$ cat src/ildl_pkg.sv
// ----------------------------------------------------------------------------
// ildl_pkg
// Shared types and constants for the interpolating loop delay line.
// ----------------------------------------------------------------------------
package ildl_pkg;

    localparam int DEPTH        = 65536;
    localparam int ADDR_BITS    = $clog2(DEPTH);
    localparam int LEN_BITS     = ADDR_BITS + 1;
    localparam int SAMPLE_BITS  = 24;
    localparam int FRAC_BITS    = 16;
    localparam int DELAY_BITS   = 16;
    localparam int B_BITS       = 32;
    localparam int CFG_IDX_BITS = 3;
    localparam int MIN_LEN      = 4;

    // Register indexes of the configuration port.
    localparam logic [CFG_IDX_BITS-1:0] REG_BUF_LEN   = 3'd0;
    localparam logic [CFG_IDX_BITS-1:0] REG_INTERP    = 3'd1;
    localparam logic [CFG_IDX_BITS-1:0] REG_LOOP_EN   = 3'd2;
    localparam logic [CFG_IDX_BITS-1:0] REG_WIN_BEGIN = 3'd3;
    localparam logic [CFG_IDX_BITS-1:0] REG_WIN_STOP  = 3'd4;

    // One queued input transaction.
    typedef struct packed {
        logic                          rec;
        logic signed [SAMPLE_BITS-1:0] sample;
        logic [DELAY_BITS-1:0]         dw;
        logic [FRAC_BITS-1:0]          df;
    } t_item;

    // Configuration as seen by the back end.
    typedef struct packed {
        logic [LEN_BITS-1:0]  buf_len;
        logic                 interp;
        logic                 loop_en;
        logic [ADDR_BITS-1:0] win_begin;
        logic [ADDR_BITS-1:0] win_stop;
        logic                 head_clr;
    } t_cfg;

    // Status from the back end to the front end.
    typedef struct packed {
        logic clearing;
    } t_back_stat;

    typedef enum logic [3:0] {
        S_CLEAR, S_IDLE, S_WRITE, S_POS, S_DIV1, S_DIV2,
        S_ADDR, S_READ, S_PREP, S_MUL, S_FIN
    } t_state;

endpackage

$ cat src/ildl_front.sv
// ----------------------------------------------------------------------------
// ildl_front
// Input side: accepts transactions into a two-entry queue for the back end.
// ----------------------------------------------------------------------------
module ildl_front (
    input  logic                                   i_clk,
    input  logic                                   i_rst_n,
    input  logic                                   i_valid,
    output logic                                   o_stall,
    input  logic                                   i_record,
    input  logic signed [ildl_pkg::SAMPLE_BITS-1:0] i_sample_in,
    input  logic [ildl_pkg::DELAY_BITS-1:0]         i_delay_whole,
    input  logic [ildl_pkg::FRAC_BITS-1:0]          i_delay_frac,
    input  ildl_pkg::t_back_stat                    i_stat,
    output logic                                   o_q_valid,
    output ildl_pkg::t_item                         o_q_item,
    input  logic                                   i_q_pop
);
    import ildl_pkg::*;

    t_item      r_q [2];
    logic [1:0] r_count;
    logic       r_rd_ptr;
    logic       r_wr_ptr;
    logic       push;
    logic       pop;

    // No transactions are taken while the store is being cleared.
    assign o_stall = (r_count == 2'd2) || i_stat.clearing;
    assign push    = i_valid && !o_stall;
    assign pop     = i_q_pop && (r_count != 2'd0);

    // Queue pointers and fill level.
    always_ff @(posedge i_clk) begin
        if (!i_rst_n) begin
            r_count  <= '0;
            r_rd_ptr <= 1'b0;
            r_wr_ptr <= 1'b0;
        end else begin
            if (push) r_wr_ptr <= ~r_wr_ptr;
            if (pop)  r_rd_ptr <= ~r_rd_ptr;
            r_count <= r_count + {1'b0, push} - {1'b0, pop};
        end
    end

    // Queue storage.
    always_ff @(posedge i_clk) begin
        if (push) begin
            r_q[r_wr_ptr] <= '{rec: i_record, sample: i_sample_in,
                               dw: i_delay_whole, df: i_delay_frac};
        end
    end

    assign o_q_valid = (r_count != 2'd0);
    assign o_q_item  = r_q[r_rd_ptr];

endmodule

$ cat config.mk
export PLATFORM = sky130hd
export DESIGN_NAME = ildl_front
export DESIGN_NICKNAME = d
export VERILOG_FILES = /design/src/ildl_pkg.sv /design/src/ildl_front.sv
export SDC_FILE = /design/constraint.sdc
export NUM_CORES = 1
export LEC_CHECK = 0
export BUFFER_PORTS_ARGS = -buffer_cell sky130_fd_sc_hd__buf_2
export CELL_PAD_IN_SITES_DETAIL_PLACEMENT = 0
export CELL_PAD_IN_SITES_GLOBAL_PLACEMENT = 1
export CORE_MARGIN = 2
export CORE_UTILIZATION = 30
export CTS_BUF_LIST = sky130_fd_sc_hd__clkbuf_8
export CTS_CLUSTER_SIZE = 14
export DETAILED_ROUTE_END_ITERATION = 10
export PLACE_DENSITY = 0.63
export SLEW_MARGIN = 25
export SYNTH_ARGS = -nofsm -noshare
export SYNTH_HDL_FRONTEND = slang
export SYNTH_SLANG_ARGS = --single-unit
$ cat constraint.sdc
create_clock -name i_clk -period 3.8 [get_ports i_clk]
set_clock_uncertainty 0.05 [all_clocks]
set_input_delay 0.76 -clock i_clk [delete_from_list [all_inputs] [get_ports i_clk]]
set_output_delay 0.76 -clock i_clk [all_outputs]
set_load 0.005 [all_outputs]
==> flow_summary.json, run 1 <==
{
  "drt_pass1_iterations": 4,
  "setup_viol": 0,
  "switching_share_pct": 22.74,
  "synthFlopType": "edfxtp_1",
  "postSynthNetCount": 267,
  "finalSetupTns_ns": 0,
  "synth.most_common_cell": "edfxtp_1",
  "grt_pass1_vias": 2445,
  "final-hold-violation-count": 0,
  "coreArea_um2": 14530,
  "criticalPathCategory": "flop to output port",
  "grt_first_pass_wirelength_um": 12360,
  "yosysTopAreaCell": "edfxtp_1",
  "cts_tree": "done",
  "ys_seq_area_share_pct": 78.70,
  "critPathLaunchType": "flop",
  "synth_cells": 203,
  "viasPerCell": 4.222,
  "worstPathMaxFanout": 57,
  "grt_max_degree": 58,
  "finalCritPeriodShare_pct": 73.53,
  "final_util_pct": 39.42,
  "synth-edff-count": 114,
  "period_minus_slack_ns": 2.794,
  "num_rows": 44,
  "clk_latency_ns": 0.42,
  "maxCapViolations": 0,
  "max_freq_mhz": 357.9,
  "cts_buffers": 17,
  "cts_max_level": 4,
  "hold_path_class": "input port to flop",
  "fin_cells": 537,
  "start_util_pct": 30.80,
  "power.density_nw_per_um2": 597.7,
  "portBuffers": 120,
  "ctsHoldBuffers": 0,
  "wl_per_cell_um": 14.71,
  "drive_above_1_share_pct": 60.91,
  "place_inst": 505,
  "place.gp.congestion": 0.6590,
  "drc": 0,
  "clkSlewWorstSetupHoldPaths_ns": 0.07,
  "tightest_slew_ns": 0.9497,
  "status": "complete, no violations",
  "synth_cell_type_count": 19,
  "cp.arrival_ns": 1.98,
  "ios": 121,
  "ys_ff_latch": 119,
  "yosys_warnings": 0,
  "area_growth_pct": 27.98,
  "yosys-top-cells-area": "edfxtp_1, mux2_4, mux2_2",
  "grt_setup_unrepaired": "no",
  "seqPwrFrac_pct": 48.6,
  "ys_top_cells_by_count": "edfxtp_1, mux2_4, mux2_2",
  "yosysTopAreaCellShare_pct": 76.47,
  "drv_slew": 0,
  "end_kind": "output port",
  "critPathRequiredTime_ns": 2.99,
  "clock_path_buffers": 2,
  "antenna_found_initial": 1,
  "clkPwrFrac_pct": 34.5,
  "p_comb_share_pct": 16.9,
  "vias": 2267,
  "intPower_mw": 2.646,
  "cp_slowest_stage_delay_ns": 0.96,
  "dieArea_um2": 15920,
  "cts_root_buf": "clkbuf_8",
  "die_x_um": 126.2,
  "postCtsResizedCells": 0,
  "timing.slew.headroom_pct": 36.68,
  "gr-total-overflow": 0,
  "n_antenna_cell": 0,
  "fin_nets": 404,
  "dpl.hpwl_um": 5172,
  "drt-total-wl_um": 7899,
  "leakage_nw": 2.189,
  "cts_setup_buffers": 0,
  "syn_area_per_cell_um2": 22.05,
  "ff2ff_setup_slack_ns": 1.86,
  "async_flop_share_pct": 0,
  "drtAntennaViolNets": 0,
  "p_sw_uw": 778.8,
  "die-height_um": 126.2,
  "syn_area_um2": 4477,
  "cp_cell_sequence": "mux2_2 -> buf_2",
  "drtIter0Drc": 107,
  "cts.sinks": 119,
  "cpMaxStageDelayCell": "dfxtp_4",
  "grt_usage_pct": 10.46,
  "vdd_drop_max_mv": 0.2805,
  "fin_area_um2": 5729,
  "place_area_um2": 5301
}
==> registers in the layout, indices dropped and copies added, names as in the netlist, named ones only <==
signal,cells
r_q,114
r_count,2
r_rd_ptr,1
r_wr_ptr,1
==> path summary, 6_finish.rpt <==
kind | endpoint | from | cells past startpoint
worst min register to register | r_wr_ptr | r_wr_ptr | 2
worst max-delay path | o_q_item[7] | flop | 2
worst max register to register | r_count[1] | r_count[0] | 8
worst min-delay path | r_q[0][17] | i_delay_whole[1] | 1
==> cell usage in the layout (no fill, tap or decap), drive strengths merged <==
master	n
o21a	1
nand3b	1
clkinvlp	1
mux2i	1
clkinv	5
or2	1
and2b	1
ha	2
inv	3
xnor2	3
mux2	57
edfxtp	114
and2	2
nor2	2
dfxtp	5
nand2b	2
bufinv	3
buf	124
clkbuf	22
nor2b	1
nand2	2
==> worst max-delay path, delay by kind of cell (launching register included) <==
family | cells | cell delay (ns)
flops | 1 | 0.96
buf+inv | 1 | 0.13
mux | 1 | 0.43
==> per-stage QoR <==
step	hold WS (ns)	setup slack (ns)	total power [mW]
after CTS	0.4315	0.9348	3.490
after global routing	0.4287	0.8530	3.601
after floorplan	0.4014	-0.1168	2.050
after detailed placement	0.4673	1.405	2.290
final	0.4740	1.006	3.425
after global placement	0.4428	1.407	2.280
==> per-layer routing <==
layer | wire length [µm] | track usage [%] | part of all wire, %
met2 | 3910 | 16.92 | 49
met4 | 123 | 4.848 | 1.6
met1 | 3181 | 11.42 | 40
met3 | 669 | 5.438 | 8.5
met5 | 13 | 0 | 0.16
==> cells by family after synthesis <==
family / synth area share (%)
DFF: 78.70
muxes: 17.08
and+or+nand+nor: 1.510
buffers and inverters: 1.397
xor gates and xnor gates: 0.5870
adders and majority gates: 0.5589
AOI/OAI and AO/OA: 0.1678
==> power groups by stage <==
stage / Clock (mW) / Combinational (mW) / Sequential [mW]
floorplan: 0 / 0.447 / 1.60
global placement: 0 / 0.584 / 1.70
detailed placement: 0 / 0.592 / 1.70
CTS: 1.23 / 0.594 / 1.67
global route: 1.29 / 0.628 / 1.69
finish: 1.18 / 0.578 / 1.66
==> area by class of cell <==
type	count	area [µm²]
clock buffer	22	302.8
clock inverter	10	125.1
fill	1379	8805
inverter	2	7.507
multi-input combinational	76	905.9
sequential	119	3527
tap	184	230.2
timing repair buffer	124	630.6
(Power assumes the default switching activity.)
==> run 2, diff against run 1 <==
--- a/config.mk
+++ b/config.mk
@@ -13,7 +13,7 @@
 export CTS_BUF_LIST = sky130_fd_sc_hd__clkbuf_8
 export CTS_CLUSTER_SIZE = 14
 export DETAILED_ROUTE_END_ITERATION = 10
-export PLACE_DENSITY = 0.63
+export PLACE_DENSITY = 0.61
 export SLEW_MARGIN = 25
 export SYNTH_ARGS = -nofsm -noshare
 export SYNTH_HDL_FRONTEND = slang
==> constraint.sdc (replaced) <==
create_clock -name i_clk -period 2.7 [get_ports i_clk]
set_clock_uncertainty 0.05 [all_clocks]
set_input_delay 0.54 -clock i_clk [delete_from_list [all_inputs] [get_ports i_clk]]
set_output_delay 0.54 -clock i_clk [all_outputs]
set_load 0.005 [all_outputs]
==> run 2 against run 1 <==
  * Utilization fell by 0.62 points
  * Sequential cell count did not move
  * Setup slack got worse by 0.73 ns
  * Sequential power rose by 37%
  * Count of clock-buffer cells in the layout fell by 5
  * First-iteration DRC count fell by 16%
  * Non-clock buffer count rose by 2
  * Critical endpoint is now o_q_item[49]
  * Largest power group unchanged
  * Highest routed layer is now met4
==> flow_summary.json, run 2 (synthesized netlist as in run 1, its figures left out) <==
{
  "cts_buffers": 17,
  "vias": 2257,
  "regArea_um2": 3527,
  "ctsHoldBuffers": 0,
  "die_x_um": 126.2,
  "leakage_nw": 2.162,
  "cts_tree": "done",
  "area_growth_pct": 25.96,
  "clkSlewWorstSetupHoldPaths_ns": 0.07,
  "drt-total-wl_um": 7855,
  "finalSetupTns_ns": 0,
  "postCtsResizedCells": 0,
  "start_util_pct": 30.80,
  "critPathLaunchType": "flop",
  "portBuffers": 120,
  "n_antenna_cell": 0,
  "drc": 0,
  "antenna_found_initial": 0,
  "max_freq_mhz": 413.1,
  "cts_root_buf": "clkbuf_8",
  "final_cell_mix": "buf_2, edfxtp_1, mux2_4, mux2_2, clkbuf_8",
  "finalCritPeriodShare_pct": 89.65,
  "dpl.hpwl_um": 5094,
  "vdd_drop_max_mv": 0.3641,
  "drtIter0Drc": 90,
  "reg_top3": "r_q x114, r_count x2",
  "timing.slew.headroom_pct": 67.32,
  "clock_path_buffers": 2,
  "cp.arrival_ns": 1.83,
  "drt_pass1_iterations": 4,
  "hold_path_class": "input port to flop",
  "multiInputGateArea_um2": 905.9,
  "grt_pass1_vias": 2427,
  "criticalPathCategory": "flop to output port",
  "finalPower_mw": 4.486,
  "nFillCells": 1411,
  "grt_usage_pct": 10.26,
  "layout_commonest_cell": "buf_2",
  "cts_setup_buffers": 0,
  "num_rows": 44,
  "largest_register_ffs": 114,
  "drv_slew": 0,
  "place_area_um2": 5329,
  "place.gp.congestion": 0.6452,
  "final-hold-violation-count": 0,
  "die-height_um": 126.2,
  "status": "complete, no violations",
  "fin_cells": 536,
  "maxCapViolations": 0,
  "dieArea_um2": 15920,
  "cts.sinks": 119,
  "ios": 121,
  "power.density_nw_per_um2": 795.6,
  "critPathRequiredTime_ns": 2.11,
  "wl_per_cell_um": 14.65,
  "grt_first_pass_wirelength_um": 12140,
  "drtAntennaViolNets": 0,
  "viasPerCell": 4.211,
  "clk_latency_ns": 0.42,
  "grt_setup_unrepaired": "no",
  "period_minus_slack_ns": 2.421,
  "end_kind": "output port",
  "regMostFlops": "r_q",
  "drive_above_1_share_pct": 59.38,
  "tightest_slew_ns": 0.4902,
  "worstPathMaxFanout": 23,
  "grt_max_degree": 36,
  "fin_nets": 406,
  "coreArea_um2": 14530,
  "setup_viol": 0,
  "gr-total-overflow": 0,
  "cts_max_level": 4,
  "place_inst": 507,
  "fin_area_um2": 5639
}
run 2: changes by cell type in the layout (fill, tap and decap cells not counted), sizes merged:
cell,previous run,this run
buf,124,126
clkinv,5,6
clkbuf,22,17
inv,3,7
bufinv,3,1
clkinvlp,1,0
run 2: power breakdown:
part           total [mW]  internal (mW)  switching, mW
combinational       0.904          0.535          0.369
clock                1.31          0.678          0.632
sequential           2.27           2.18         0.0923
run 2: worst max-delay path, stage by stage (launching register included):
cell     delay, ns
dfxtp_4       0.62
buf_4         0.32
mux2_4        0.33
buf_2         0.13
run 2: layout make-up:
type                       instances  share of cell area (%)
timing repair buffer             126                   11.67
clock inverter                    12                   1.353
sequential                       119                   62.55
inverter                           2                  0.1331
multi-input combinational         76                   16.06
clock buffer                      17                   4.149
tap                              184                   4.083
run 2: worst paths after layout:
kind | from | endpoint | slack [ns] | depth (start not counted)
max | flop | o_q_item[49] | 0.28 | 3
min | i_delay_whole[0] | r_q[1][16] | 0.25 | 1
max reg2reg | r_count[0] | r_count[1] | 0.76 | 8
min reg2reg | r_wr_ptr | r_wr_ptr | 0.46 | 2
run 2: metrics by stage:
step                      utilization [%]  hold WS, ns  setup slack [ns]
after floorplan                         -       0.4127          -0.07056
after global placement              36.66       0.4474            0.6061
after detailed placement            36.66       0.4583            0.5812
after CTS                           38.80       0.2055            0.1974
after global routing                38.80       0.2138            0.1691
final                               38.80       0.2520            0.2793
run 2: routing by layer:
metal  up-vias  GRT usage [%]  wire (µm)
li1       1066              -          -
met1      1094          11.62       3322
met2        88          16.29       3795
met3         9          4.630        601
met4         0          5.430        136
met5         -              0          0
==> run 3, diff against run 2 <==
--- a/config.mk
+++ b/config.mk
@@ -10,7 +10,7 @@
 export CELL_PAD_IN_SITES_GLOBAL_PLACEMENT = 1
 export CORE_MARGIN = 2
 export CORE_UTILIZATION = 30
-export CTS_BUF_LIST = sky130_fd_sc_hd__clkbuf_8
+export CTS_BUF_LIST = sky130_fd_sc_hd__clkbuf_8 sky130_fd_sc_hd__clkbuf_16
 export CTS_CLUSTER_SIZE = 14
 export DETAILED_ROUTE_END_ITERATION = 10
 export PLACE_DENSITY = 0.61
==> run 3 against run 2 <==
  * Register-to-register slack hardly changed
  * Routed wire length hardly changed
  * Combinational power hardly changed
  * Critical path depth stayed put
  * Sequential power hardly changed
  * Setup slack better by 0.022 ns
  * Critical endpoint unchanged
  * Critical path type unchanged
  * Hold slack better by 0.022 ns
==> flow_summary.json, run 3 (synthesized netlist as in run 1, its figures left out) <==
{
  "place_inst": 507,
  "seqPwrFrac_pct": 44.7,
  "reg2reg_from": "r_count[0]",
  "clock_path_buffers": 2,
  "end_kind": "output port",
  "setup_viol": 0,
  "grt_max_degree": 36,
  "switching_share_pct": 22.83,
  "finalSetupTns_ns": 0,
  "holdWs_ns": 0.2745,
  "drc": 0,
  "grt_usage_pct": 10.26,
  "cts_setup_buffers": 0,
  "drv_slew": 0,
  "dieArea_um2": 15920,
  "area_growth_pct": 30.24,
  "start_util_pct": 30.80,
  "power.density_nw_per_um2": 873.3,
  "setup_ws_ns": 0.3014,
  "grt_pass1_vias": 2428,
  "die-height_um": 126.2,
  "p_sw_mw": 1.163,
  "layout_commonest_cell": "buf_2",
  "portBuffers": 120,
  "clkSlewWorstSetupHoldPaths_ns": 0.05,
  "fin_area_um2": 5831,
  "ff2ff_setup_slack_ns": 0.76,
  "coreArea_um2": 14530,
  "cp.arrival_ns": 1.81,
  "n_antenna_cell": 0,
  "critPathRequiredTime_ns": 2.11,
  "leakage_nw": 2.249,
  "cts_root_buf": "clkbuf_16",
  "pre_cts_slack_ns": 0.5812,
  "wl_per_cell_um": 14.66,
  "drive_above_1_share_pct": 59.38,
  "r2r-end": "r_count[1]",
  "reg_top3": "r_q x114, r_count x2",
  "place.gp.congestion": 0.6452,
  "drtIter0Drc": 133,
  "crit_end": "o_q_item[49]",
  "vias": 2259,
  "tightest_slew_ns": 0.4880,
  "cts.sinks": 119,
  "cts_max_level": 4,
  "hold_path_class": "input port to flop",
  "maxCapViolations": 0,
  "antenna_found_initial": 0,
  "postCtsResizedCells": 0,
  "fin_cells": 536,
  "drtAntennaViolNets": 0,
  "viasPerCell": 4.215,
  "intPower_mw": 3.929,
  "timing.slew.headroom_pct": 67.46,
  "place_area_um2": 5329,
  "finalCritPeriodShare_pct": 88.84,
  "clk_latency_ns": 0.40,
  "grt_setup_unrepaired": "no",
  "finalPower_mw": 5.092,
  "status": "complete, no violations",
  "cts_tree": "done",
  "ctsHoldBuffers": 0,
  "max_freq_mhz": 416.9,
  "largest_register_ffs": 114,
  "final_util_pct": 40.12,
  "worstPathMaxFanout": 23,
  "final_cell_mix": "buf_2, edfxtp_1, mux2_4, mux2_2, clkbuf_16",
  "critPathLaunchType": "flop",
  "p_comb_share_pct": 17.8,
  "final-hold-violation-count": 0,
  "dpl.hpwl_um": 5094,
  "period_minus_slack_ns": 2.399,
  "clkPwrFrac_pct": 37.5,
  "regMostFlops": "r_q",
  "drt_pass1_iterations": 5,
  "gr-total-overflow": 0,
  "min-delay-start": "i_delay_frac[10]",
  "num_rows": 44,
  "cts_buffers": 17,
  "ios": 121,
  "criticalPathCategory": "flop to output port",
  "drt-total-wl_um": 7856,
  "ff2ff_path_depth": 8,
  "vdd_drop_max_mv": 0.3574,
  "fin_nets": 406,
  "die_x_um": 126.2,
  "grt_first_pass_wirelength_um": 12190
}
-- run 3: cell count changes in the layout (fill, tap and decap cells not counted) --
cell and delta:
clkbuf_8 -17, clkbuf_16 +17
-- run 3: critical path, stage by stage (launching register included) --
cell and delay [ns]:
dfxtp_4 0.62, buf_4 0.32, mux2_4 0.33, buf_2 0.13
-- run 3: power groups by stage --
stage          sequential [mW]  combinational (mW)  clock (mW)
2_1_floorplan             2.25               0.631           0
3_3_place_gp              2.31               0.926           0
3_5_place_dp              2.32               0.926           0
4_1_cts                   2.28               0.931        1.98
5_1_grt                   2.30               0.990        2.05
6_report                  2.28               0.904        1.91
-- run 3: worst min path at each step --
| stage | slack, ns | depth (start not counted) | endpoint |
|---|---|---|---|
| floorplan | 0.41 | 2 | r_wr_ptr |
| global placement | 0.45 | 2 | r_wr_ptr |
| detailed placement | 0.46 | 2 | r_wr_ptr |
| CTS | 0.25 | 1 | r_q[0][10] |
| global route | 0.25 | 1 | r_q[0][10] |
| finish | 0.27 | 1 | r_q[0][10] |
-- run 3: layer usage --
metal	track usage (%)	part of all wire [%]	routed length [µm]	vias to the layer above
met5	0	0	0	-
met4	5.624	2.2	172	0
met2	16.38	49	3832	84
met3	4.248	7.5	587	13
met1	11.71	42	3263	1093
li1	-	-	-	1069
-- run 3: layout make-up --
cell class | instances | area [µm²]
Clock inverter | 12 | 76.32
Fill cell | 1387 | 8703
Sequential cell | 119 | 3527
Timing Repair Buffer | 126 | 658.1
Inverter | 2 | 7.507
Multi-Input combinational cell | 76 | 905.9
Clock buffer | 17 | 425.4
Tap cell | 184 | 230.2
